===== src/rtl/delta_varint_postings_decoder_assert.svh =====
// Assertion macros used by the decoder top level.
// Each macro expands to one labeled concurrent assertion, clocked on the
// rising edge and disabled while reset is high.
`ifndef DELTA_VARINT_POSTINGS_DECODER_ASSERT_SVH
`define DELTA_VARINT_POSTINGS_DECODER_ASSERT_SVH

// Same-cycle implication.
`define DVPD_ASSERT_IMPLY(label, clk, rst, ante, cons, msg) \
  label: assert property (@(posedge clk) disable iff (rst) (ante) |-> (cons)) \
    else $error(msg);

// Next-cycle implication.
`define DVPD_ASSERT_NEXT(label, clk, rst, ante, cons, msg) \
  label: assert property (@(posedge clk) disable iff (rst) (ante) |=> (cons)) \
    else $error(msg);

`endif


===== src/rtl/dvpd_pkg.sv =====
`timescale 1ns / 1ps

package dvpd_pkg;

  localparam int BYTE_W   = 8;
  localparam int DIGIT_W  = 7;
  localparam int LEN_W    = 32;
  localparam int MORE_BIT = 7;

  typedef enum logic {
    STATUS_OK           = 1'b0,
    STATUS_FORMAT_ERROR = 1'b1
  } status_t;

  // Side flags that travel with every result.
  typedef struct packed {
    logic    last_of_list;
    status_t status;
  } res_flags_t;

endpackage


===== src/rtl/dvpd_in_reg.sv =====
`timescale 1ns / 1ps

// Input register: captures one request and holds it until the decode
// stage consumes it.
module dvpd_in_reg (
  input  logic                             clk,
  input  logic                             rst,
  input  logic                             in_valid,
  output logic                             in_stall,
  input  logic [dvpd_pkg::BYTE_W-1:0]      data_byte,
  input  logic                             list_start,
  input  logic [dvpd_pkg::LEN_W-1:0]       list_length,
  input  logic                             advance,
  output logic                             s1_valid,
  output logic [dvpd_pkg::BYTE_W-1:0]      s1_byte,
  output logic                             s1_start,
  output logic [dvpd_pkg::LEN_W-1:0]       s1_length
);

  logic load;

  assign in_stall = s1_valid && !advance;
  assign load     = in_valid && !in_stall;

  always_ff @(posedge clk) begin
    if (rst) begin
      s1_valid <= 1'b0;
    end else if (load) begin
      s1_valid <= 1'b1;
    end else if (advance) begin
      s1_valid <= 1'b0;
    end
  end

  always_ff @(posedge clk) begin
    if (load) begin
      s1_byte   <= data_byte;
      s1_start  <= list_start;
      s1_length <= list_length;
    end
  end

endmodule


===== src/rtl/dvpd_decode.sv =====
`timescale 1ns / 1ps

// Varint gathering, delta accumulation and list bookkeeping for one byte.
module dvpd_decode #(
  parameter int ID_WIDTH         = 32,
  parameter int MAX_VARINT_BYTES = 5
) (
  input  logic                         clk,
  input  logic                         rst,
  input  logic                         fire,
  input  logic [dvpd_pkg::BYTE_W-1:0]  s1_byte,
  input  logic                         s1_start,
  input  logic [dvpd_pkg::LEN_W-1:0]   s1_length,
  output logic                         res_valid,
  output logic [ID_WIDTH-1:0]          res_id,
  output dvpd_pkg::res_flags_t         res_flags
);

  localparam int ACC_W = dvpd_pkg::DIGIT_W * MAX_VARINT_BYTES;
  localparam int SH_W  = (ACC_W > ID_WIDTH) ? ACC_W : ID_WIDTH;
  localparam int SA_W  = $clog2(SH_W);
  localparam int POS_W = $clog2(MAX_VARINT_BYTES);

  logic [ID_WIDTH-1:0]            partial_value, partial_value_next;
  logic [POS_W-1:0]               byte_position, byte_position_next;
  logic [ID_WIDTH-1:0]            running_id, running_id_next;
  logic [dvpd_pkg::LEN_W-1:0]     ids_remaining, ids_remaining_next;
  logic                           first_pending, first_pending_next;
  logic                           error_hold, error_hold_next;

  logic [ID_WIDTH-1:0]            pv_eff, run_eff, pv_or, id_sum;
  logic [POS_W-1:0]               pos_eff;
  logic [dvpd_pkg::LEN_W-1:0]     ids_eff;
  logic                           first_eff, err_eff, drop, more, too_long;
  logic [SA_W-1:0]                shamt;
  logic [SH_W-1:0]                shifted;

  // A list start wipes the per-list state before this same byte is used.
  always_comb begin
    pv_eff    = s1_start ? '0 : partial_value;
    pos_eff   = s1_start ? '0 : byte_position;
    run_eff   = s1_start ? '0 : running_id;
    ids_eff   = s1_start ? s1_length : ids_remaining;
    first_eff = s1_start ? 1'b1 : first_pending;
    err_eff   = s1_start ? 1'b0 : error_hold;
  end

  assign drop     = err_eff || (ids_eff == '0);
  assign more     = s1_byte[dvpd_pkg::MORE_BIT];
  assign too_long = (pos_eff == POS_W'(MAX_VARINT_BYTES - 1));

  // Place the seven payload bits; bits above the id width fall away.
  assign shamt   = SA_W'(pos_eff) * SA_W'(dvpd_pkg::DIGIT_W);
  assign shifted = SH_W'(s1_byte[dvpd_pkg::DIGIT_W-1:0]) << shamt;
  assign pv_or   = pv_eff | shifted[ID_WIDTH-1:0];
  assign id_sum  = first_eff ? pv_or : (run_eff + pv_or);

  always_comb begin
    partial_value_next = pv_eff;
    byte_position_next = pos_eff;
    running_id_next    = run_eff;
    ids_remaining_next = ids_eff;
    first_pending_next = first_eff;
    error_hold_next    = err_eff;
    res_valid          = 1'b0;
    res_id             = '0;
    res_flags          = '{last_of_list: 1'b0, status: dvpd_pkg::STATUS_OK};
    if (!drop) begin
      if (more) begin
        if (too_long) begin
          partial_value_next = '0;
          byte_position_next = '0;
          error_hold_next    = 1'b1;
          res_valid          = 1'b1;
          res_flags.status   = dvpd_pkg::STATUS_FORMAT_ERROR;
        end else begin
          partial_value_next = pv_or;
          byte_position_next = pos_eff + POS_W'(1);
        end
      end else begin
        partial_value_next     = '0;
        byte_position_next     = '0;
        running_id_next        = id_sum;
        first_pending_next     = 1'b0;
        ids_remaining_next     = ids_eff - dvpd_pkg::LEN_W'(1);
        res_valid              = 1'b1;
        res_id                 = id_sum;
        res_flags.last_of_list = (ids_eff == dvpd_pkg::LEN_W'(1));
      end
    end
  end

  always_ff @(posedge clk) begin
    if (rst) begin
      partial_value <= '0;
      byte_position <= '0;
      running_id    <= '0;
      ids_remaining <= '0;
      first_pending <= 1'b1;
      error_hold    <= 1'b0;
    end else if (fire) begin
      partial_value <= partial_value_next;
      byte_position <= byte_position_next;
      running_id    <= running_id_next;
      ids_remaining <= ids_remaining_next;
      first_pending <= first_pending_next;
      error_hold    <= error_hold_next;
    end
  end

endmodule


===== src/rtl/dvpd_out_reg.sv =====
`timescale 1ns / 1ps

// Result register: holds one result until the receiver takes it.
module dvpd_out_reg #(
  parameter int ID_WIDTH = 32
) (
  input  logic                  clk,
  input  logic                  rst,
  input  logic                  fire,
  input  logic                  res_valid,
  input  logic [ID_WIDTH-1:0]   res_id,
  input  dvpd_pkg::res_flags_t  res_flags,
  output logic                  out_free,
  output logic                  out_valid,
  input  logic                  out_stall,
  output logic [ID_WIDTH-1:0]   record_id,
  output logic                  last_of_list,
  output logic                  status
);

  logic load;

  assign out_free = !out_valid || !out_stall;
  assign load     = fire && res_valid;

  always_ff @(posedge clk) begin
    if (rst) begin
      out_valid <= 1'b0;
    end else if (out_free) begin
      out_valid <= load;
    end
  end

  always_ff @(posedge clk) begin
    if (load) begin
      record_id    <= res_id;
      last_of_list <= res_flags.last_of_list;
      status       <= res_flags.status;
    end
  end

endmodule


===== src/rtl/delta_varint_postings_decoder.sv =====
`timescale 1ns / 1ps

// Posting-list decoder for delta-coded base-128 varints.
// Input channel (in_valid / in_stall) carries one encoded byte per request.
// list_start marks the first byte of a list; list_length, sampled only with
// it, gives the number of ids in that list. Each varint is little-endian,
// seven payload bits per byte, bit 7 set meaning another byte follows.
// The first value of a list is an absolute id, later values are deltas added
// with wrap at ID_WIDTH bits. Output channel (out_valid / out_stall) carries
// one request per finished id, with last_of_list on the final id, or one
// format-error request (status set, id zero) when a varint reaches
// MAX_VARINT_BYTES bytes and still asks for more; the rest of that list is
// then dropped. Bytes beyond the id count, or before any list start, are
// dropped without a result.
// A byte held in the input register is decoded combinationally, and its result
// is loaded into the result register once that register is free.
// Throughput: one byte per cycle unless the output stalls; the input register
// feeds the decode logic and the result register directly, with no iteration.
// Reset clears both registers and the list state; no list is open after it.
// A stalled result holds in the result register; one more byte waits in the
// input register, and only then does in_stall rise.
module delta_varint_postings_decoder #(
  parameter int ID_WIDTH         = 32,
  parameter int MAX_VARINT_BYTES = 5
) (
  input  logic                         clk,
  input  logic                         rst,
  input  logic                         in_valid,
  output logic                         in_stall,
  input  logic [dvpd_pkg::BYTE_W-1:0]  data_byte,
  input  logic                         list_start,
  input  logic [dvpd_pkg::LEN_W-1:0]   list_length,
  output logic                         out_valid,
  input  logic                         out_stall,
  output logic [ID_WIDTH-1:0]          record_id,
  output logic                         last_of_list,
  output logic                         status
);

`include "delta_varint_postings_decoder_assert.svh"

  logic                          s1_valid;
  logic [dvpd_pkg::BYTE_W-1:0]   s1_byte;
  logic                          s1_start;
  logic [dvpd_pkg::LEN_W-1:0]    s1_length;
  logic                          out_free;
  logic                          fire;
  logic                          res_valid;
  logic [ID_WIDTH-1:0]           res_id;
  dvpd_pkg::res_flags_t          res_flags;

  // The held byte is decoded whenever the result register can take a result.
  assign fire = s1_valid && out_free;

  dvpd_in_reg u_in_reg (
    .clk         (clk),
    .rst         (rst),
    .in_valid    (in_valid),
    .in_stall    (in_stall),
    .data_byte   (data_byte),
    .list_start  (list_start),
    .list_length (list_length),
    .advance     (out_free),
    .s1_valid    (s1_valid),
    .s1_byte     (s1_byte),
    .s1_start    (s1_start),
    .s1_length   (s1_length)
  );

  dvpd_decode #(
    .ID_WIDTH         (ID_WIDTH),
    .MAX_VARINT_BYTES (MAX_VARINT_BYTES)
  ) u_decode (
    .clk       (clk),
    .rst       (rst),
    .fire      (fire),
    .s1_byte   (s1_byte),
    .s1_start  (s1_start),
    .s1_length (s1_length),
    .res_valid (res_valid),
    .res_id    (res_id),
    .res_flags (res_flags)
  );

  dvpd_out_reg #(
    .ID_WIDTH (ID_WIDTH)
  ) u_out_reg (
    .clk          (clk),
    .rst          (rst),
    .fire         (fire),
    .res_valid    (res_valid),
    .res_id       (res_id),
    .res_flags    (res_flags),
    .out_free     (out_free),
    .out_valid    (out_valid),
    .out_stall    (out_stall),
    .record_id    (record_id),
    .last_of_list (last_of_list),
    .status       (status)
  );

  // A format-error result never carries an id or an end-of-list mark.
  `DVPD_ASSERT_IMPLY(a_err_clean, clk, rst,
    out_valid && (status == dvpd_pkg::STATUS_FORMAT_ERROR),
    (record_id == '0) && !last_of_list, "error result carries id or last mark")

  // The input side only stalls while a byte is actually held.
  `DVPD_ASSERT_IMPLY(a_stall_held, clk, rst, in_stall, s1_valid,
    "input stalled with empty input register")

  // With no byte held and no stalled result, no result can appear next cycle.
  `DVPD_ASSERT_NEXT(a_no_phantom, clk, rst,
    !s1_valid && !(out_valid && out_stall), !out_valid,
    "result appeared without a decoded byte")

endmodule

===== config.mk =====
export PLATFORM = sky130hd
export DESIGN_NAME = delta_varint_postings_decoder
export DESIGN_NICKNAME = d
export VERILOG_FILES = /design/src/rtl/dvpd_pkg.sv /design/src/rtl/dvpd_in_reg.sv /design/src/rtl/dvpd_decode.sv /design/src/rtl/dvpd_out_reg.sv /design/src/rtl/delta_varint_postings_decoder.sv
export VERILOG_INCLUDE_DIRS = /design/src /design/src/rtl
export SDC_FILE = /design/constraint.sdc
export NUM_CORES = 1
export LEC_CHECK = 0
export ABC_AREA = 1
export ABC_CLOCK_PERIOD_IN_PS = 4500
export BUFFER_PORTS_ARGS = -buffer_cell sky130_fd_sc_hd__buf_2
export CORE_MARGIN = 5
export CORE_UTILIZATION = 60
export CTS_CLUSTER_DIAMETER = 120
export DETAILED_ROUTE_END_ITERATION = 8
export PLACE_DENSITY = 0.79
export SYNTH_ARGS = -nofsm -noshare
export SYNTH_HDL_FRONTEND = slang
export SYNTH_HIERARCHICAL = 1
export SYNTH_SLANG_ARGS = --single-unit

===== constraint.sdc =====
create_clock -name clk -period 4.5 [get_ports clk]
set_input_delay 0.225 -clock clk [delete_from_list [all_inputs] [get_ports clk]]
set_output_delay 0.225 -clock clk [all_outputs]
set_load 0.05 [all_outputs]

# Word-level counts from Yosys, hierarchy flattened
# Index checks and enable logic that the tools add are counted.
[totals] reg_bits=178 inputBits=45 output_inout_bits=36 word_cells=64
[op_classes] n_addsub=3 n_mul=1 eq_ne=2 n_shift=1 mux=27 bitwise_logic=2 reduce_logical=14
[op_table] op="$mux W32" count=11
[op_table] op="$add A32 B32 Y32" count=1
[op_table] op="$eq A32 B1 Y1 const B" count=1
[op_table] op="$logic_not A32 Y1" count=1
[op_table] op="$or A32 B32 Y32" count=1
[op_table] op="$shl A7 B6 Y32" count=1
[op_table] op="$sub A32 B1 Y32 const B" count=1
[op_table] op="$mux W1" count=12
[op_table] op="$mux W3" count=4
[op_table] op="$mul A3 B3 Y6 const B" count=1
[op_table] op="$logic_and A1 B1 Y1" count=4
[op_table] op="$logic_not A1 Y1" count=4
[op_table] op="$reduce_or A2 Y1" count=2
[op_table] op="$add A3 B1 Y3 const B" count=1
[op_table] op="$eq A3 B3 Y1 const B" count=1
[op_table] op="$logic_or A1 B1 Y1" count=2
[op_table] op="$reduce_bool A2 Y1" count=1
[op_table] op="$not A1 Y1" count=1

# Longest topological paths before layout
[depth] ltp_word=8 mapped_depth=26 depth_no_buf=22

# Modules after synthesis
# Netlist, hierarchy kept.
[by_module_without_submodules] mod="dvpd_decode" instances=1 cells_per_inst=1898 area_per_inst_um2=10003.3 seq_area_each_um2=2021.9
[by_module_without_submodules] mod="dvpd_in_reg" instances=1 cells_per_inst=48 area_per_inst_um2=1277.5 seq_area_each_um2=1251.2
[by_module_without_submodules] mod="dvpd_out_reg" instances=1 cells_per_inst=39 area_per_inst_um2=1063.5 seq_area_each_um2=1041.0
[by_module_without_submodules] mod="delta_varint_postings_decoder" instances=1 cells_per_inst=2 area_per_inst_um2=7.5 seq_area_each_um2=0.0

# Worst setup path before layout
# OpenSTA, ideal clock, no wires.
[synth_timing] path_type="register to register" from="register u_in_reg.s1_start" to="register u_out_reg.last_of_list (enable)" setup_ns=0.389 arrival_ns=2.741 t_required_ns=4.111 slack_ns=1.370 stages_incl_launch_ff=20 n_path_buf=4 synth_period_minus_slack_ns=3.130 cell_sequence="edfxtp_1 -> buf_6 -> buf_6 -> buf_2 -> nand2_1 -> o21ai_0 -> inv_1 -> ha_1 -> inv_1 -> nor2_1 -> nand2_1 -> nor2_4 -> nand2_4 -> nand2_8 -> inv_4 -> o21ai_4 -> buf_6 -> inv_1 -> nand2_1 -> inv_1"
[synth_between] elab_chain_cells=6 elab_cells_between_ends=10 classes_between="eq/ne (1); mux (6); reduce/logical (3)"
[synth_rtl] element="start: declaration" line="dvpd_in_reg.sv:16" source="output logic s1_start,"
[synth_rtl] element="start signal: assignment" line="dvpd_in_reg.sv:38" source="s1_start <= list_start;"
[synth_rtl] element="$mux W3" line="dvpd_decode.sv:41" source="pos_eff = s1_start ? '0 : byte_position;"
[synth_rtl] element="$eq A3 B3 Y1" line="dvpd_decode.sv:50" source="assign too_long = (pos_eff == POS_W'(MAX_VARINT_BYTES - 1));"
[synth_rtl] element="$mux W1" line="dvpd_decode.sv:70" source="if (too_long) begin"
[synth_rtl] element="$mux W1" line="dvpd_decode.sv:69" source="if (more) begin"
[synth_rtl] element="$mux W1 (*)" line="dvpd_decode.sv:68" source="if (!drop) begin"
[synth_rtl] element="named net res_valid" line="delta_varint_postings_decoder.sv:48" source="logic res_valid;"
[synth_rtl] element="$logic_and A1 B1 Y1 (*)" line="dvpd_out_reg.sv:24" source="assign load = fire && res_valid;"
[synth_rtl] element="named net u_out_reg.load" line="dvpd_out_reg.sv:21" source="logic load;"
[synth_rtl] element="end signal: assignment" line="dvpd_out_reg.sv:37" source="last_of_list <= res_flags.last_of_list;"
[synth_rtl] element="end: declaration" line="dvpd_out_reg.sv:17" source="output logic last_of_list,"
# Mark *: on every way through the listed nets, which the timed path passes. The rest lies on a longest branch.
# A chain may end at the register's enable or synchronous reset.

# Final worst setup path
[layout_timing] from="register u_in_reg.s1_start" to="register u_out_reg.record_id[28], data pin"
[layout_between] elab_chain_cells=6 elab_cells_between_ends=14 classes_between="add/sub (1); mul (1); shift (1); mux (7); bitwise (1); reduce/logical (3)"
[layout_rtl] element="$mux W3" line="dvpd_decode.sv:41"
[layout_rtl] element="$mul A3 B3 Y6" line="dvpd_decode.sv:53" source="assign shamt = SA_W'(pos_eff) * SA_W'(dvpd_pkg::DIGIT_W);"
[layout_rtl] element="$shl A7 B6 Y32" line="dvpd_decode.sv:54" source="assign shifted = SH_W'(s1_byte[dvpd_pkg::DIGIT_W-1:0]) << shamt;"
[layout_rtl] element="$or A32 B32 Y32" line="dvpd_decode.sv:55" source="assign pv_or = pv_eff | shifted[ID_WIDTH-1:0];"
[layout_rtl] element="$add A32 B32 Y32" line="dvpd_decode.sv:56" source="assign id_sum = first_eff ? pv_or : (run_eff + pv_or);"
[layout_rtl] element="$mux W32" line="dvpd_decode.sv:56"
[layout_rtl] element="end signal: assignment" line="dvpd_out_reg.sv:36" source="record_id <= res_id;"
[layout_rtl] element="end: declaration" line="dvpd_out_reg.sv:16" source="output logic [ID_WIDTH-1:0] record_id,"
# Several ways; a longest one is shown, not always the timed one.

==> flow_summary_export.csv <==
group,metric,value,unit
route,dr.max_layer_used,"met4",
timing,skew,0.0170,ns
cells_and_area,utilization,0.682,
grt,grt_pass1_wl,56600,um
cts,cts_buffers,17,
synthesis,netlist_instances,1987,
cells_and_area,nets,2145,
power_and_ir_drop,power_density,283,mW/mm^2
critical_path,path_common_cell,"nand2_1",
critical_path,cp_cell_sequence,"inv_6 > nand2_1 > inv_1 > nor2_2 > nand2_1 > nand2_1 > ha_1 > inv_1 > fa_1 > inv_1 > nand3_1 > nand3_1 > nand3_1 > nand2_1 > nand2_1 > nand3_1 > nand2_1 > nand2_1 > nand2_1 > nand2_1 > inv_1",
job,cap_violations,0,
route,routedWlPerCell,14.9,um
route,drt_iter0_markers,996,
cts,cts_tree,"done",
cells_and_area,layout-drive-gt1-share,0.0784,
die,start_util,0.610,
cts,cts.sinks,178,
cts,cts_root_buf,"clkbuf_16",
critical_path,cp-start-kind,"flip-flop",
synthesis,yosysWarningCount,6,
outcome,status,"complete, no violations",
synthesis,synth_cell_types,42,
grt,grt_antenna_before_repair,0,
die,core,0.0202,mm^2
die,die_h,153,um
timing,rsz0062_at_grt,"no",
cts,cts_buffer_depth,2,
place,dp_slack,0.890,ns
die,ios,81,
power_and_ir_drop,p_total,3.90,mW
cts,clkTransAtPathRegs,0.08,ns
timing,slew_violations,0,
timing,finalHoldWorstSlack,0.0952,ns
route,vias_per_cell,5.33,
cts,postCtsSetupBuffers,0,
critical_path,cp-end-kind,"flip-flop",
min_path,min-delay-start,"out_stall",
route,firstDrtPassIters,8,
route,met3WireLength,2220,um
route,ant_nets,0,
synthesis,syn_area,0.0124,mm^2
cts,htree_levels,4,
critical_path,startpoint,"u_in_reg/s1_start",
cts,hold_buffers,40,
cells_and_area,fillCellCount,1796,
place,dp_hpwl,24400,um
die,rows,52,
power_and_ir_drop,leakage,7.19,nW
critical_path,crit_path_max_fanout,44,
cts,cts_resized,0,
critical_path,critPathKind,"reg -> reg",
grt,grt_remaining_overflow,0,
critical_path,rr_worst_depth,21,
timing,setup_slack,0.803,ns
timing,setup_violations,0,
synthesis,synth.ff_latch_count,178,
grt,grtUsageTotal,0.292,
synthesis,synth_fp_nets,2067,
timing,max_slew.worst_pin.slew,1.19,ns
timing,clock.fmax,270,MHz
cts,clock_latency,0.45,ns
cells_and_area,antenna_cells,0,
cells_and_area,synthToLayoutAreaGrowth,11.8,%
timing,slew_headroom,0.205,
synthesis,yosysSeqAreaShare,0.349,
critical_path,arrival,3.89,ns
route,vias,12500,
critical_path,cp.depth,21,
critical_path,crit_buf_inv,5,
die,fp.dieArea,0.0236,mm^2
route,wl_met1,13900,um
place,portBuffers,80,
grt,grt_pass1_vias,11600,
critical_path,slowest_stage,"fa_1",
critical_path,r2r_start,"u_in_reg/s1_start",
route,wl_met2,17100,um
timing,period_share,0.822,
timing,post-route-min-period,3.70,ns
synthesis,synth-edff-count,75,
power_and_ir_drop,vdd.ir_drop.worst,0.232,mV
die,chipWidth,153,um
timing,finalHoldViolCount,0,
route,wirelength,34900,um
grt,grt_max_degree,74,
critical_path,crit_family,"simple AND/OR/NAND/NOR gates",
min_path,hold_class,"in -> reg",
route,route.detailed.drc,0,
synthesis,synth_area_per_cell,6.22,um^2
synthesis,synthArstFlopShare,0,
critical_path,required,4.69,ns
synthesis,synthFlopType,"dfxtp_1",
place,gp_congestion,0.957,
timing,finalSetupTns,0,ns
min_path,min_delay_path_depth,3,
critical_path,max_stage_delay,0.47,ns
## power breakdown
part	switching (mW)	total (mW)	internal, mW
combinational	0.438	0.631	0.193
clock	0.742	1.49	0.748
sequential	0.0256	1.78	1.76
total	1.21	3.90	2.70
## cell families after synthesis
logic type      after synthesis  synth area share
simple gates               1083             0.353
buf+inv                     422             0.140
compound gates              251             0.109
xor+xnor                     18            0.0128
flops                       178             0.349
fa+ha+maj                    35            0.0361
## stage by stage
| stage | cell area, um^2 | instances |
|---|---|---|
| floorplan | 12400 | 1987 |
| global placement | 12800 | 2275 |
| detailed placement | 12800 | 2275 |
| CTS | 13800 | 2347 |
| global route | 13800 | 2348 |
| finish | 13800 | 2348 |
## metal layers
metal / up-vias / global-route usage
li1: 6281 / -
met1: 5621 / 0.354
met2: 504 / 0.512
met3: 108 / 0.0410
met4: 0 / 0.139
met5: - / 0
## path summary, 6_finish.rpt
path                                end  slack [ns]
max             u_out_reg/record_id[28]        0.80
min                 u_out_reg/out_valid         0.1
max reg2reg     u_out_reg/record_id[28]        0.80
min reg2reg  u_decode/partial_value[31]        0.46
## placed cells by master, fill, tap and decap left out, types with 16 or more instances in the layout
cell,synthesis,routed
buf_4,4,16
dfxtp_1,103,103
a21oi_1,136,136
dlygate4sd3_1,0,41
o21ai_0,78,78
edfxtp_1,75,75
nand2_1,760,760
nor2_1,166,164
clkbuf_16,0,17
nand3_1,111,111
buf_2,16,80
inv_1,339,338
ha_1,34,34
## Yosys cell counts (4+ instances only)
library cell | number | area [um^2]
a21oi_1 | 136 | 681
buf_1 | 8 | 30.0
buf_2 | 16 | 80.1
buf_4 | 4 | 30.0
buf_6 | 13 | 146
clkbuf_1 | 37 | 139
dfxtp_1 | 103 | 2060
edfxtp_1 | 75 | 2250
ha_1 | 34 | 425
inv_1 | 339 | 1270
nand2_1 | 760 | 2850
nand2_2 | 12 | 75.1
nand3_1 | 111 | 556
nand4_1 | 11 | 68.8
nor2_1 | 166 | 623
nor2_2 | 6 | 37.5
nor2_4 | 4 | 45.0
nor3_1 | 4 | 20.0
o211ai_1 | 11 | 82.6
o21ai_0 | 78 | 390
o21ai_1 | 6 | 30.0
o21bai_1 | 10 | 75.1
xnor2_1 | 6 | 52.6
xor2_1 | 12 | 105
## worst reg2reg max path, cell delays in order, from the launching register on
cell      delay [ns]
edfxtp_1        0.45
inv_6           0.16
nand2_1         0.22
inv_1           0.10
nor2_2          0.39
nand2_1         0.18
nand2_1         0.10
ha_1            0.21
inv_1           0.08
fa_1            0.47
inv_1           0.11
nand3_1         0.07
nand3_1         0.14
nand3_1         0.09
nand2_1         0.20
nand2_1         0.10
nand3_1         0.09
nand2_1         0.05
nand2_1         0.05
nand2_1         0.05
nand2_1         0.09
inv_1           0.05
## cell type report
class                   count  area (um^2)  share of cell area
multi-input cells        1387         6320               0.458
flip-flops and latches    178         4310               0.313
inverters                 344         1300              0.0941
repair buffers            137          931              0.0674
clock buffers              18          429              0.0311
well taps                 270          338              0.0245
clock inverters            14          170              0.0123
## registers in the layout, indices dropped and copies added, names as in the netlist, 3 cells and up
| register | count |
|---|---|
| u_out_reg/record_id | 32 |
| u_decode/partial_value | 32 |
| u_in_reg/s1_length | 32 |
| u_decode/byte_position | 3 |
| u_decode/running_id | 32 |
| u_in_reg/s1_byte | 8 |
| u_decode/ids_remaining | 32 |
No activity file was read; power rests on OpenSTA's default activity.
